### src/sv/etsa_pkg.sv
// ----------------------------------------------------------------------------
// etsa_pkg: shared types and constants of the event time spectrum accumulator
// Request and operation codes, the stream item passed along the cell row,
// saturating sum arithmetic and the quarter-wave cosine table generator.
// ----------------------------------------------------------------------------
`default_nettype none

package etsa_pkg;

    localparam int DEF_MODE_COUNT  = 4;
    localparam int DEF_POINT_COUNT = 256;
    localparam int DEF_TABLE_BITS  = 10;

    localparam int SUM_W    = 48;
    localparam int SMP_W    = 18;
    localparam int QMAG_W   = 17;
    localparam int PT_MAX_W = 12;
    localparam int ADDR_W   = 3;
    localparam int PHASE_W  = 32;
    localparam int PIU_W    = 9;

    localparam logic [1:0] REQ_ADD   = 2'd0;
    localparam logic [1:0] REQ_READ  = 2'd1;
    localparam logic [1:0] REQ_CLEAR = 2'd2;

    localparam logic REG_PHASE_STEP    = 1'b0;
    localparam logic REG_POINTS_IN_USE = 1'b1;

    localparam logic [PIU_W-1:0] PIU_RESET = 9'd256;

    localparam logic signed [SUM_W-1:0] SUM_MAX = {1'b0, {(SUM_W-1){1'b1}}};
    localparam logic signed [SUM_W-1:0] SUM_MIN = {1'b1, {(SUM_W-1){1'b0}}};

    localparam logic [63:0] ONE_Q62     = 64'h4000_0000_0000_0000;
    localparam logic [63:0] HALF_PI_Q62 = 64'h6487_ED51_10B4_611A;

    typedef enum logic [1:0] {
        OP_ADD,
        OP_READ,
        OP_CLEAR
    } op_t;

    typedef enum logic [1:0] {
        ST_IDLE,
        ST_BASE,
        ST_TOP,
        ST_EMIT
    } state_t;

    typedef struct packed {
        logic                       valid;
        op_t                        op;
        logic [1:0]                 mode;
        logic [PT_MAX_W-1:0]        point;
        logic                       hit;
        logic signed [SUM_W-1:0]    re;
        logic signed [SUM_W-1:0]    im;
    } item_t;

    function automatic logic signed [SUM_W-1:0] sat_add(
        input logic signed [SUM_W-1:0] s,
        input logic signed [SUM_W-1:0] v
    );
        logic signed [SUM_W:0] r;
        r = {s[SUM_W-1], s} + {v[SUM_W-1], v};
        if (r[SUM_W] != r[SUM_W-1])
        begin
            return r[SUM_W] ? SUM_MIN : SUM_MAX;
        end
        return r[SUM_W-1:0];
    endfunction

    // (a*b) >> 62 in Q62
    function automatic logic [63:0] mul_q62(input logic [63:0] a, input logic [63:0] b);
        logic [127:0] p;
        p = {64'd0, a} * {64'd0, b};
        return p[125:62];
    endfunction

    // floor(a/d) by shift and subtract, evaluated at elaboration
    function automatic logic [63:0] udiv64(input logic [63:0] a, input logic [63:0] d);
        logic [64:0] rem;
        logic [63:0] q;
        rem = '0;
        q   = '0;
        for (int i = 63; i >= 0; i--)
        begin
            rem = {rem[63:0], a[i]};
            if (rem >= {1'b0, d})
            begin
                rem  = rem - {1'b0, d};
                q[i] = 1'b1;
            end
        end
        return q;
    endfunction

    // round(131071 * cos(pi/2 * j / 2^(tb-2))), evaluated at elaboration
    function automatic logic [QMAG_W-1:0] quarter_cos(input int unsigned j,
                                                      input int unsigned tb);
        logic [63:0] x;
        logic [63:0] x2;
        logic [63:0] term;
        logic [63:0] sum;
        logic [63:0] v;
        logic [63:0] div;
        if (j >= (32'd1 << (tb - 2)))
        begin
            return '0;
        end
        x    = (HALF_PI_Q62 >> (tb - 2)) * 64'(j);
        x2   = mul_q62(x, x);
        term = ONE_Q62;
        sum  = ONE_Q62;
        for (int unsigned n = 1; n <= 13; n++)
        begin
            div  = 64'((2 * n - 1) * (2 * n));
            term = udiv64(mul_q62(term, x2), div);
            if (n[0])
                sum = sum - term;
            else
                sum = sum + term;
        end
        v = (sum >> 20) * 64'd131071;
        return QMAG_W'((v + (64'd1 << 41)) >> 42);
    endfunction

endpackage

`default_nettype wire

### src/sv/etsa_cell.sv
// ----------------------------------------------------------------------------
// etsa_cell: one frequency point of the accumulator row
// Holds the real and imaginary sums of its point for every mode, acts on an
// add or read addressed to it and on any clear, hands items to its neighbor.
// ----------------------------------------------------------------------------
`default_nettype none

module etsa_cell #(
    parameter int MODE_COUNT = etsa_pkg::DEF_MODE_COUNT,
    parameter int CELL_INDEX = 0
) (
    input  wire logic            clk,
    input  wire logic            rst_n,
    input  wire etsa_pkg::item_t item_in,
    output etsa_pkg::item_t      item_out
);

    localparam int SUM_W  = etsa_pkg::SUM_W;
    localparam int PTW    = etsa_pkg::PT_MAX_W;
    localparam int MODE_W = (MODE_COUNT > 1) ? $clog2(MODE_COUNT) : 1;
    localparam logic [PTW-1:0] MY_POINT = PTW'(CELL_INDEX);

    logic signed [SUM_W-1:0] cos_sum_reg [MODE_COUNT];
    logic signed [SUM_W-1:0] sin_sum_reg [MODE_COUNT];
    logic signed [SUM_W-1:0] cos_sel;
    logic signed [SUM_W-1:0] sin_sel;
    logic [MODE_W-1:0]       m;
    logic                    here;
    logic                    do_add;
    logic                    do_clear;
    etsa_pkg::item_t         item_reg;
    etsa_pkg::item_t         item_next;

    assign m        = MODE_W'(item_in.mode);
    assign here     = item_in.valid && item_in.hit && (item_in.point == MY_POINT);
    assign do_add   = here && (item_in.op == etsa_pkg::OP_ADD);
    assign do_clear = item_in.valid && (item_in.op == etsa_pkg::OP_CLEAR);
    assign cos_sel  = cos_sum_reg[m];
    assign sin_sel  = sin_sum_reg[m];

    always_comb
    begin
        item_next = item_in;
        if (here && item_in.op == etsa_pkg::OP_READ)
        begin
            item_next.re = cos_sel;
            item_next.im = sin_sel;
        end
    end

    always_ff @(posedge clk or negedge rst_n)
    begin
        if (!rst_n)
        begin
            for (int i = 0; i < MODE_COUNT; i++)
            begin
                cos_sum_reg[i] <= '0;
                sin_sum_reg[i] <= '0;
            end
        end
        else if (do_clear)
        begin
            for (int i = 0; i < MODE_COUNT; i++)
            begin
                cos_sum_reg[i] <= '0;
                sin_sum_reg[i] <= '0;
            end
        end
        else if (do_add)
        begin
            cos_sum_reg[m] <= etsa_pkg::sat_add(cos_sel, item_in.re);
            sin_sum_reg[m] <= etsa_pkg::sat_add(sin_sel, item_in.im);
        end
    end

    always_ff @(posedge clk or negedge rst_n)
    begin
        if (!rst_n)
            item_reg <= '0;
        else
            item_reg <= item_next;
    end

    assign item_out = item_reg;

endmodule

`default_nettype wire

### config.mk
export PLATFORM = sky130hd
export DESIGN_NAME = etsa_cell
export DESIGN_NICKNAME = d
export VERILOG_FILES = /design/src/sv/etsa_pkg.sv /design/src/sv/etsa_cell.sv
export SDC_FILE = /design/constraint.sdc
export NUM_CORES = 1
export LEC_CHECK = 0
export BUFFER_PORTS_ARGS = -buffer_cell sky130_fd_sc_hd__buf_4
export CORE_UTILIZATION = 60
export DETAILED_ROUTE_END_ITERATION = 16
export PLACE_DENSITY = 0.89
export SLEW_MARGIN = 10
export SYNTH_ARGS = -nofsm -noshare
export SYNTH_HDL_FRONTEND = slang
export SYNTH_SLANG_ARGS = --single-unit
### constraint.sdc
create_clock -name clk -period 9.9 [get_ports clk]
set_input_delay 0.495 -clock clk [delete_from_list [all_inputs] [get_ports clk]]
set_output_delay 0.495 -clock clk [all_outputs]
set_load 0.03 [all_outputs]
-- After elaboration in Yosys (flattened, before gate mapping)
Cells that the tools add are included.
- input bits: 116
- output and inout bits: 114
- register bits: 498
- logic and storage cells: 64
- muxes and demuxes: 31
- add/sub/neg operators: 2
- bitwise logic cells: 1
- reduce and logical (&&, ||, !) cells: 9
- equality and inequality tests: 4
- order comparisons: 2
- operators with widths (cell ; count):
    $mux 192 ; 4
    $mux 48 ; 15
    $bwmux 192 ; 2
    $bmux 48 s2 ; 2
    $add 48x48->49 ; 2
    $demux 48 s2 ; 1
    $mux 96 ; 1
    $logic_not 12->1 ; 1
    $logic_and 1x1->1 ; 6
    $mux 1 ; 6
    $ge 3x3->1 const B ; 1
    $lt 3x1->1 const B ; 1
    $not 2->3 ; 1
    $eq 2x1->1 const B ; 1
    $eq 2x2->1 const B ; 1
    $logic_not 2->1 ; 1
    $ne 1x1->1 ; 2
    $reduce_bool 2->1 ; 1

-- Depth between registers and ports, before layout
Gate-level depths: netlist (run 1).
- depth after elaboration: 15
- mapped depth: 17

-- Worst setup path after synthesis (run 1)
No wires, ideal clock.
- path kind: input -> register
- from: in item_in[109] in the netlist's numbering
- to: reg cos_sum_reg[173] in the netlist's numbering
- required time: 9.778 ns
- buffers on the path: 5
- arrival: 4.768 ns
- setup time: 0.122 ns
- slack: 5.010 ns
- stages: 15
- path through: clkbuf_1 > buf_1 > buf_1 > mux4_2 > ha_1 > buf_2 > and4_4 > and2_1 > a221oi_2 > a311oi_1 > or3_4 > and3_1 > buf_6 > or2_4 > a32o_1
- word-level cells in the longest chain between the ends: 15
- RTL lines (what ; line ; text):
    start: declaration ; etsa_cell.sv:14 ; input wire etsa_pkg::item_t item_in,
    $not 2->3 (implied by the code) (*) ; etsa_cell.sv:38, etsa_cell.sv:71 ;
    $bmux 48 s2 ; etsa_cell.sv:38 ; assign cos_sel = cos_sum_reg[m];
    $mux 48 (implied by the code) (2 in series) ; etsa_cell.sv:38 ;
    $add 48x48->49 ; etsa_pkg.sv:65 ; r = {s[SUM_W-1], s} + {v[SUM_W-1], v};
    $ne 1x1->1 ; etsa_pkg.sv:66 ; if (r[SUM_W] != r[SUM_W-1])
    $mux 1 ; etsa_pkg.sv:66 ;
    $mux 1 ; etsa_cell.sv:69 ; else if (do_add)
    $mux 1 ; etsa_cell.sv:61 ; else if (do_clear)
    $mux 48 ; etsa_pkg.sv:70 ; return r[SUM_W-1:0];
    $mux 48 ; etsa_cell.sv:69 ;
    $mux 48 ; etsa_cell.sv:61 ;
    $bwmux 192 (*) ; etsa_cell.sv:71 ; cos_sum_reg[m] <= etsa_pkg::sat_add(cos_sel, item_in.re);
    $mux 192 (*) ; etsa_cell.sv:69 ;
    $mux 192 (*) ; etsa_cell.sv:61 ;
    end signal: indexed assignment ; etsa_cell.sv:71 ;
    end: declaration ; etsa_cell.sv:23 ; logic signed [SUM_W-1:0] cos_sum_reg [MODE_COUNT];
Every way passes the cells marked *; elsewhere a longest branch is shown, timed or not. The select of a mux whose other input is x is not followed.
A chain may end at the register's enable or synchronous reset.

-- Worst setup path in the final report (run 1)
- from: in item_in[109] in the netlist's numbering
- to: reg cos_sum_reg[156] in the netlist's numbering
Same word-level chain as after synthesis.

==> summary.md, run 1 <==
| Metric | Value |
|---|---|
| Crit share post-route | `between 60% and 70%` |
| Post-DP HPWL | `around 53 mm` |
| Setup TNS | `0 ps` |
| Clk_lat worst skew | `600 ps` |
| Via count | `approximately 23,000` |
| Core Region | `44,500 um^2` |
| # DRC | `0` |
| Startpoint Class | `primary input` |
| WL/cell | `24.9 um` |
| Final setup vio count | `0` |
| Worst r2r src | `sin_sum_reg[116]` |
| Ys flop type | `dfrtp_1` |
| DR iter-0 viols | `between 2,000 and 3,000` |
| Status | `finished, violations left` |
| Max Slew Vio Count | `0` |
| FMAX | `approximately 160 MHz` |
| CTS Buf Count | `52` |
| CTS Buffer Depth | `3` |
| CTS clk-pin slew, worst paths | `around 60 ps` |
| Max stage delay on crit path | `640 ps` |
| Mean Syn Cell Area | `10.6 um^2` |
| Syn Inst Count | `~2,600` |
| Most frequent cell after synthesis | `dfrtp_1` |
| Most frequent CP cell | `buf_4` |
| Die X | `215 um` |
| Die span in y | `between 200 and 250 um` |
| Synth warn | `0` |
| Yosys top cell by area | `dfrtp_1` |
| Fin. Hold Viols | `14` |
| Worst setup EP type | `flop` |
| First-pass GRT wire length | `129 mm` |
| Max_slew headroom | `between 20% and 30%` |
| DR pass1 iterations | `6` |
| CTS Root Cell | `clkbuf_16` |
| Max Cap Viol | `0` |
| CTS tree | `done` |
| Final Critical Period | `6230 ps` |
| Pleak | `14.8 nW` |
| Slew @ Worst Pin | `~1100 ps` |
| Number of setup buffers added after CTS | `0` |
| Yosys cell types | `96` |
| I/O pin count | `between 200 and 250` |
| Ys async rst share | `100%` |
| Post-Syn Nets | `about 2,800` |
| RSZ-0062 raised after global routing | `false` |
| Combinational share of power | `10.1%` |
| Vias in the first global route | `between 20,000 and 25,000` |
| Synthesized area | `approximately 27,000 um^2` |
| # port buffers | `roughly 230` |
| R2r setup slk | `around 4700 ps` |
| Placer Congestion | `about 0.96` |
| Ant. Diodes | `0` |
| Gr ovfl total | `0` |
| Hold Slack | `-30.5 ps` |
| Initial core utilization | `between 60 and 70%` |
| Clock Sinks | `roughly 500` |
| CTS Hold Bufs | `0` |
| Top cell type's share of synthesized area | `roughly 46%` |
| Sw power | `about 1.1 mW` |
| Area growth from synthesis to layout | `13.1%` |
| Row count | `77` |
| Flop pwr share | `between 40% and 50%` |
| Vias per Instance | `between 6 and 7` |
| Pwr/cell area | `approximately 140 nW/um^2` |
| Clk pwr share | `between 40 and 50%` |
| Synth top area cells | `dfrtp_1, mux4_2, ha_1` |
| Violated checks | `negative hold slack` |
| CP Max Fanout | `44` |
| Antenna violations before repair | `0` |
| Min-delay worst type | `in2async` |
| DIE AREA | `around 46,000 um^2` |
| Layout fillers | `3,204` |
| Largest net degree at the start of global routing | `207` |
| NumNets Final | `around 2,900` |
| FF-to-FF path depth | `11` |
| Most frequent cells after synthesis | `dfrtp_1, o21ai_0, nand2_1` |
| Post-CTS sizing | `0` |
| Fraction of layout cells with a size suffix above 1 | `a little over a fifth` |
| Overall power | `about 4.4 mW` |
| Critical path's slowest cell | `buf_4` |
| Final Skew | `between 15 and 20 ps` |
| Net Sw Frac | `roughly 25%` |
| H-tree depth | `2` |
| RR Endpoint | `sin_sum_reg[71]` |
| Total wire length | `about 80 mm` |
| Req. time, crit path | `approximately 10,000 ps` |
| Sequential area share after synthesis | `a little under half` |
| Worst path cell trace | `buf_6 -> buf_4 -> buf_4 -> mux4_2 -> ha_1 -> nand4_1 -> nor4_2 -> nand2_1 -> o221ai_2 -> o2111ai_1 -> a21oi_2 -> a21o_2 -> buf_4 -> a21oi_2 -> o21ai_0` |
| Tot GR Track Use | `around a third` |
| Antenna viol nets, final | `0` |
| Internal power | `around 3.3 mW` |
| Number of synthesized register bits | `498` |
| Worst EP arrival | `6730 ps` |
| Worst VDD drop | `139 uV` |
| EDFF count, synth | `0` |
| CP Class | `in2reg` |
==> cell type report <==
| class | count | area [um^2] | area share, % |
|---|---|---|---|
| Tap cell | 592 | 741 | 2.41 |
| Sequential cell | 498 | 12500 | 40.5 |
| Inverter | 28 | 105 | 0.341 |
| Clock buffer | 77 | 1510 | 4.89 |
| Clock inverter | 13 | 131 | 0.427 |
| Timing Repair Buffer | 249 | 1910 | 6.19 |
| Multi-Input combinational cell | 1842 | 13900 | 45.3 |
==> logic make-up after synthesis <==
family | count (synthesis) | synth area share (%)
adders and majority gates | 100 | 4.64
and+or+nand+nor | 636 | 11.5
buffers and inverters | 222 | 3.38
DFF | 498 | 45.8
xor gates and xnor gates | 67 | 2.15
muxes | 197 | 12.1
AOI/OAI and AO/OA | 842 | 20.5
==> per-stage QoR <==
| step | instance area (um^2) | util [%] | setup WS [ps] | hold slack, ps | instances |
|---|---|---|---|---|---|
| CTS | 30800 | 69.2 | 3740 | 3.33 | 3299 |
| global route | 30800 | 69.2 | 3240 | 11.9 | 3299 |
| detailed placement | 29200 | 65.5 | 3120 | 469 | 3209 |
| global placement | 29200 | 65.5 | 3270 | 456 | 3209 |
| finish | 30800 | 69.2 | 3670 | -30.5 | 3299 |
| floorplan | 27200 | - | 5010 | 199 | 2562 |
==> layout by cell type, fill, tap and decap left out, types with 96 or more instances in the layout <==
master   Yosys  routed
nand3_1    121     118
ha_1        96      96
dfrtp_1    498     498
mux4_2      96      96
a21o_1     115     115
o21ai_0    225     225
mux2_2      97      97
a21oi_1    188     188
nand2_1    211     210
buf_4        3     245
==> worst max-delay path by stage <==
stage / from / endpoint / slack (ps) / cells after the start
5_1_grt: item_in[109] / cos_sum_reg[12] / 3240 / 15
4_1_cts: item_in[109] / cos_sum_reg[156] / 3740 / 15
6_report: item_in[109] / cos_sum_reg[156] / 3670 / 15
3_3_place_gp: item_in[109] / cos_sum_reg[43] / 3270 / 14
2_1_floorplan: item_in[109] / cos_sum_reg[173] / 5010 / 15
3_5_place_dp: item_in[109] / cos_sum_reg[139] / 3120 / 14
==> layer usage <==
metal	global-route usage, %	up-vias	part of all wire, %
met1	46.6	11400	38
li1	-	9812	-
met4	14.8	0	3.9
met2	58.2	1458	48
met3	5.90	276	9.8
met5	0	-	0
==> power groups by stage <==
stage	logic, mW	registers (mW)	clock network [mW]
3_5_place_dp	0.437	2.10	0
2_1_floorplan	0.197	2.15	0
5_1_grt	0.476	2.07	2.00
3_3_place_gp	0.428	2.10	0
4_1_cts	0.441	2.07	1.92
6_report	0.446	2.07	1.91
==> worst max-delay path: cells and delay by family <==
family                   cells  cell delay, ps
AO/OA/AOI/OAI                6            1830
buffers and inverters        4            2250
AND/OR/NAND/NOR              3             880
multiplexers                 1             630
adder cells (fa/ha/maj)      1             480
Note: power is estimated with default switching activity, not from simulation.
==> run 2, diff against run 1 <==
--- a/config.mk
+++ b/config.mk
@@ -6,9 +6,9 @@
 export NUM_CORES = 1
 export LEC_CHECK = 0
 export BUFFER_PORTS_ARGS = -buffer_cell sky130_fd_sc_hd__buf_4
-export CORE_UTILIZATION = 60
+export CORE_UTILIZATION = 55
 export DETAILED_ROUTE_END_ITERATION = 16
-export PLACE_DENSITY = 0.89
+export PLACE_DENSITY = 0.86
 export SLEW_MARGIN = 10
 export SYNTH_ARGS = -nofsm -noshare
 export SYNTH_HDL_FRONTEND = slang
==> constraint.sdc (replaced) <==
create_clock -name clk -period 5.2 [get_ports clk]
set_input_delay 0.26 -clock clk [delete_from_list [all_inputs] [get_ports clk]]
set_output_delay 0.26 -clock clk [all_outputs]
set_load 0.03 [all_outputs]
==> run 2 against run 1 <==
The run now ends clean. Largest power group is now the clock network. Critical endpoint is now cos_sum_reg[150]. Clock power increased by 110%. Count of clock-buffer cells in the layout is 7 lower. Via count rose by 0.97%. Critical path type is now reg2reg. Combinational power increased by 110%. Sequential power is 90% higher. Worst hold slack better by 110 ps. Clock skew up 4.1 ps.
==> summary.md, run 2 (synthesis results as in run 1) <==
| Metric | Value |
|---|---|
| Status | `complete, no violations` |
| Core Region | `48,800 um^2 (+9.7%)` |
| Layout fillers | `3,551 (+11%)` |
| Slew @ Worst Pin | `970 ps (-160 ps)` |
| CTS tree | `done` |
| Max stage delay on crit path | `590 ps (-50 ps)` |
| Gr ovfl total | `0 (unchanged)` |
| Max Slew Vio Count | `0 (unchanged)` |
| RR Endpoint | `cos_sum_reg[150]` |
| # port buffers | `229 (unchanged)` |
| Busiest grt layer | `met2` |
| # DRC | `0 (unchanged)` |
| CP Max Fanout | `42 (-4.5%)` |
| Placed cells | `3,314 (+3.3%)` |
| Die X | `225 um (+4.4%)` |
| Critical Path Start | `cos_sum_reg[1]` |
| Commonest non-fill, non-tap cell in the layout | `dfrtp_1` |
| Worst VDD drop | `222 uV (+59%)` |
| Worst path top cell family by delay | `compound AO/OA/AOI/OAI gates` |
| Fin. Hold Viols | `0 (-14)` |
| Clk_lat worst skew | `630 ps (+30 ps)` |
| NumNets Final | `3,030 (+5.0%)` |
| CP Class | `reg2reg` |
| Vias per Instance | `6.58 (-5.5%)` |
| CTS clk-pin slew, worst paths | `60 ps (about the same)` |
| First-pass GRT wire length | `131 mm (+1.5%)` |
| Startpoint Class | `flop` |
| DR iter-0 viols | `2,480 (-15%)` |
| Area growth from synthesis to layout | `19.6%` |
| Post-CTS sizing | `0 (unchanged)` |
| Worst r2r src | `cos_sum_reg[1]` |
| Largest net degree at the start of global routing | `154 (-26%)` |
| Crit share post-route | `86.8%` |
| Worst setup EP type | `flop` |
| Fraction of layout cells with a size suffix above 1 | `22.2% (+0.49 points)` |
| DIE AREA | `50,400 um^2 (+9.0%)` |
| Worst path cell trace | `mux4_2 -> ha_1 -> a21oi_1 -> nand4b_1 -> a211oi_1 -> o2111ai_2 -> a311oi_1 -> or3_4 -> a21o_2 -> buf_4 -> a32o_1` |
| Most frequent cells in the layout | `dfrtp_1, buf_4, o21ai_0, nand2_1, a21oi_1` |
| Final setup vio count | `0 (unchanged)` |
| CTS Buf Count | `51 (-1.9%)` |
| Req. time, crit path | `5740 ps (-4660 ps)` |
| Final Critical Period | `approximately 4500 ps` |
| Hold depth | `2` |
| Max_slew headroom | `35.2% (+10 points)` |
| Via count | `23,200 (+0.97%)` |
| Row count | `81 (+5.2%)` |
| Register area | `12,500 um^2 (unchanged)` |
| Setup TNS | `0 ps (unchanged)` |
| FF-to-FF path depth | `11 (unchanged)` |
| Crit path buffers/inverters | `1 (-3)` |
| Met3 capacity usage during global routing | `5.36% (-0.55 points)` |
| Worst EP arrival | `5050 ps (-1680 ps)` |
| Final Skew | `23.0 ps (+4.06 ps)` |
| Pwr/cell area | `274 nW/um^2 (+91%)` |
| R2r setup slk | `690 ps (-3990 ps)` |
| WL/cell | `23.4 um (-5.8%)` |
| Min-delay worst type | `in2reg` |
| Max Cap Viol | `0 (unchanged)` |
| RSZ-0062 raised after global routing | `false` |
| Die span in y | `225 um (+4.4%)` |
| GR Util met1 | `43.1% (-3.5 points)` |
| Vias in the first global route | `23,700 (+0.93%)` |
| H-tree depth | `2 (unchanged)` |
| Post-DP HPWL | `54.6 mm (+2.9%)` |
| CTS Buffer Depth | `3 (unchanged)` |
| Critical path's slowest cell | `a21o_2` |
| Pleak | `15.6 nW (+5.4%)` |
| Placer Congestion | `0.913 (-4.5%)` |
| Initial core utilization | `55.8% (-5.4 points)` |
| Total wire length | `82.5 mm (+0.60%)` |
| Tot GR Track Use | `33.0% (-2.3 points)` |
| Antenna viol nets, final | `0 (unchanged)` |
| I/O pin count | `230 (unchanged)` |
| Met2 Usage GRT | `54.7% (-3.5 points)` |
| Antenna violations before repair | `1 (+1)` |
| Fin cells | `3,524 (+6.8%)` |
| CTS Root Cell | `clkbuf_16` |
| Worst setup path endpoint | `cos_sum_reg[150]` |
| Area of the multi-input gates | `13,900 um^2 (about the same)` |
| Clock Sinks | `498 (unchanged)` |
| WP depth | `11 (-4)` |
| DR pass1 iterations | `6 (unchanged)` |
| FMAX | `roughly 220 MHz` |
[run 2: changes by cell type in the layout (fill, tap and decap cells not counted), sizes merged]
cell / change
inv: +6
clkinvlp: -3
diode: +1
dlygate4sd3: +113
clkbuf: -7
bufinv: +6
clkinv: +4
buf: +33
[run 2: worst min-delay path by stage]
| stage | from | to |
|---|---|---|
| 2_1_floorplan | rst_n | cos_sum_reg[0] |
| 3_3_place_gp | rst_n | item_out[12] |
| 3_5_place_dp | rst_n | item_out[8] |
| 4_1_cts | item_in[109] | item_out[109] |
| 5_1_grt | item_in[109] | item_out[109] |
| 6_report | item_in[109] | item_out[109] |
[run 2: per-stage QoR]
stage | power, mW | setup slack (ps) | util (%) | area (um^2) | hold WS, ps
finish | 8.94 | 688 | 66.7 | 32600 | 79.9
global route | 9.19 | 385 | 66.7 | 32600 | 86.5
CTS | 8.96 | 744 | 66.7 | 32600 | 60.1
detailed placement | 4.85 | 363 | 60.6 | 29600 | 358
global placement | 4.84 | 470 | 60.6 | 29600 | 339
floorplan | 4.47 | 545 | - | 27200 | -35.6
[run 2: per-layer routing]
metal | vias to the layer above | wire, um
met5 | - | 0
met4 | 0 | 3480
met3 | 246 | 6490
met2 | 1205 | 40100
met1 | 11600 | 32400
li1 | 10100 | -
[run 2: final cells by class]
| class | count | area share, % |
|---|---|---|
| antenna | 1 | 0.00768 |
| clock buffer | 70 | 4.53 |
| clock inverter | 26 | 1.20 |
| inverter | 28 | 0.323 |
| multi-input combinational | 1842 | 42.8 |
| sequential | 498 | 38.2 |
| tap | 664 | 2.55 |
| timing repair buffer | 395 | 10.4 |
[run 2: where the power goes]
group | internal (mW) | total, mW | leakage [nW] | switching, mW
Combinational | 0.347 | 0.937 | 7.94 | 0.590
Sequential | 3.92 | 3.94 | 6.70 | 0.0163
Clock | 2.41 | 4.07 | 0.922 | 1.65
[run 2: what timing repair did]
item | CTS | global route
buffers inserted | 0 | 0
hold buffers | 113 | 0
endpoints found under the hold margin | 208 | 0
setup endpoints to repair | 0 | 0
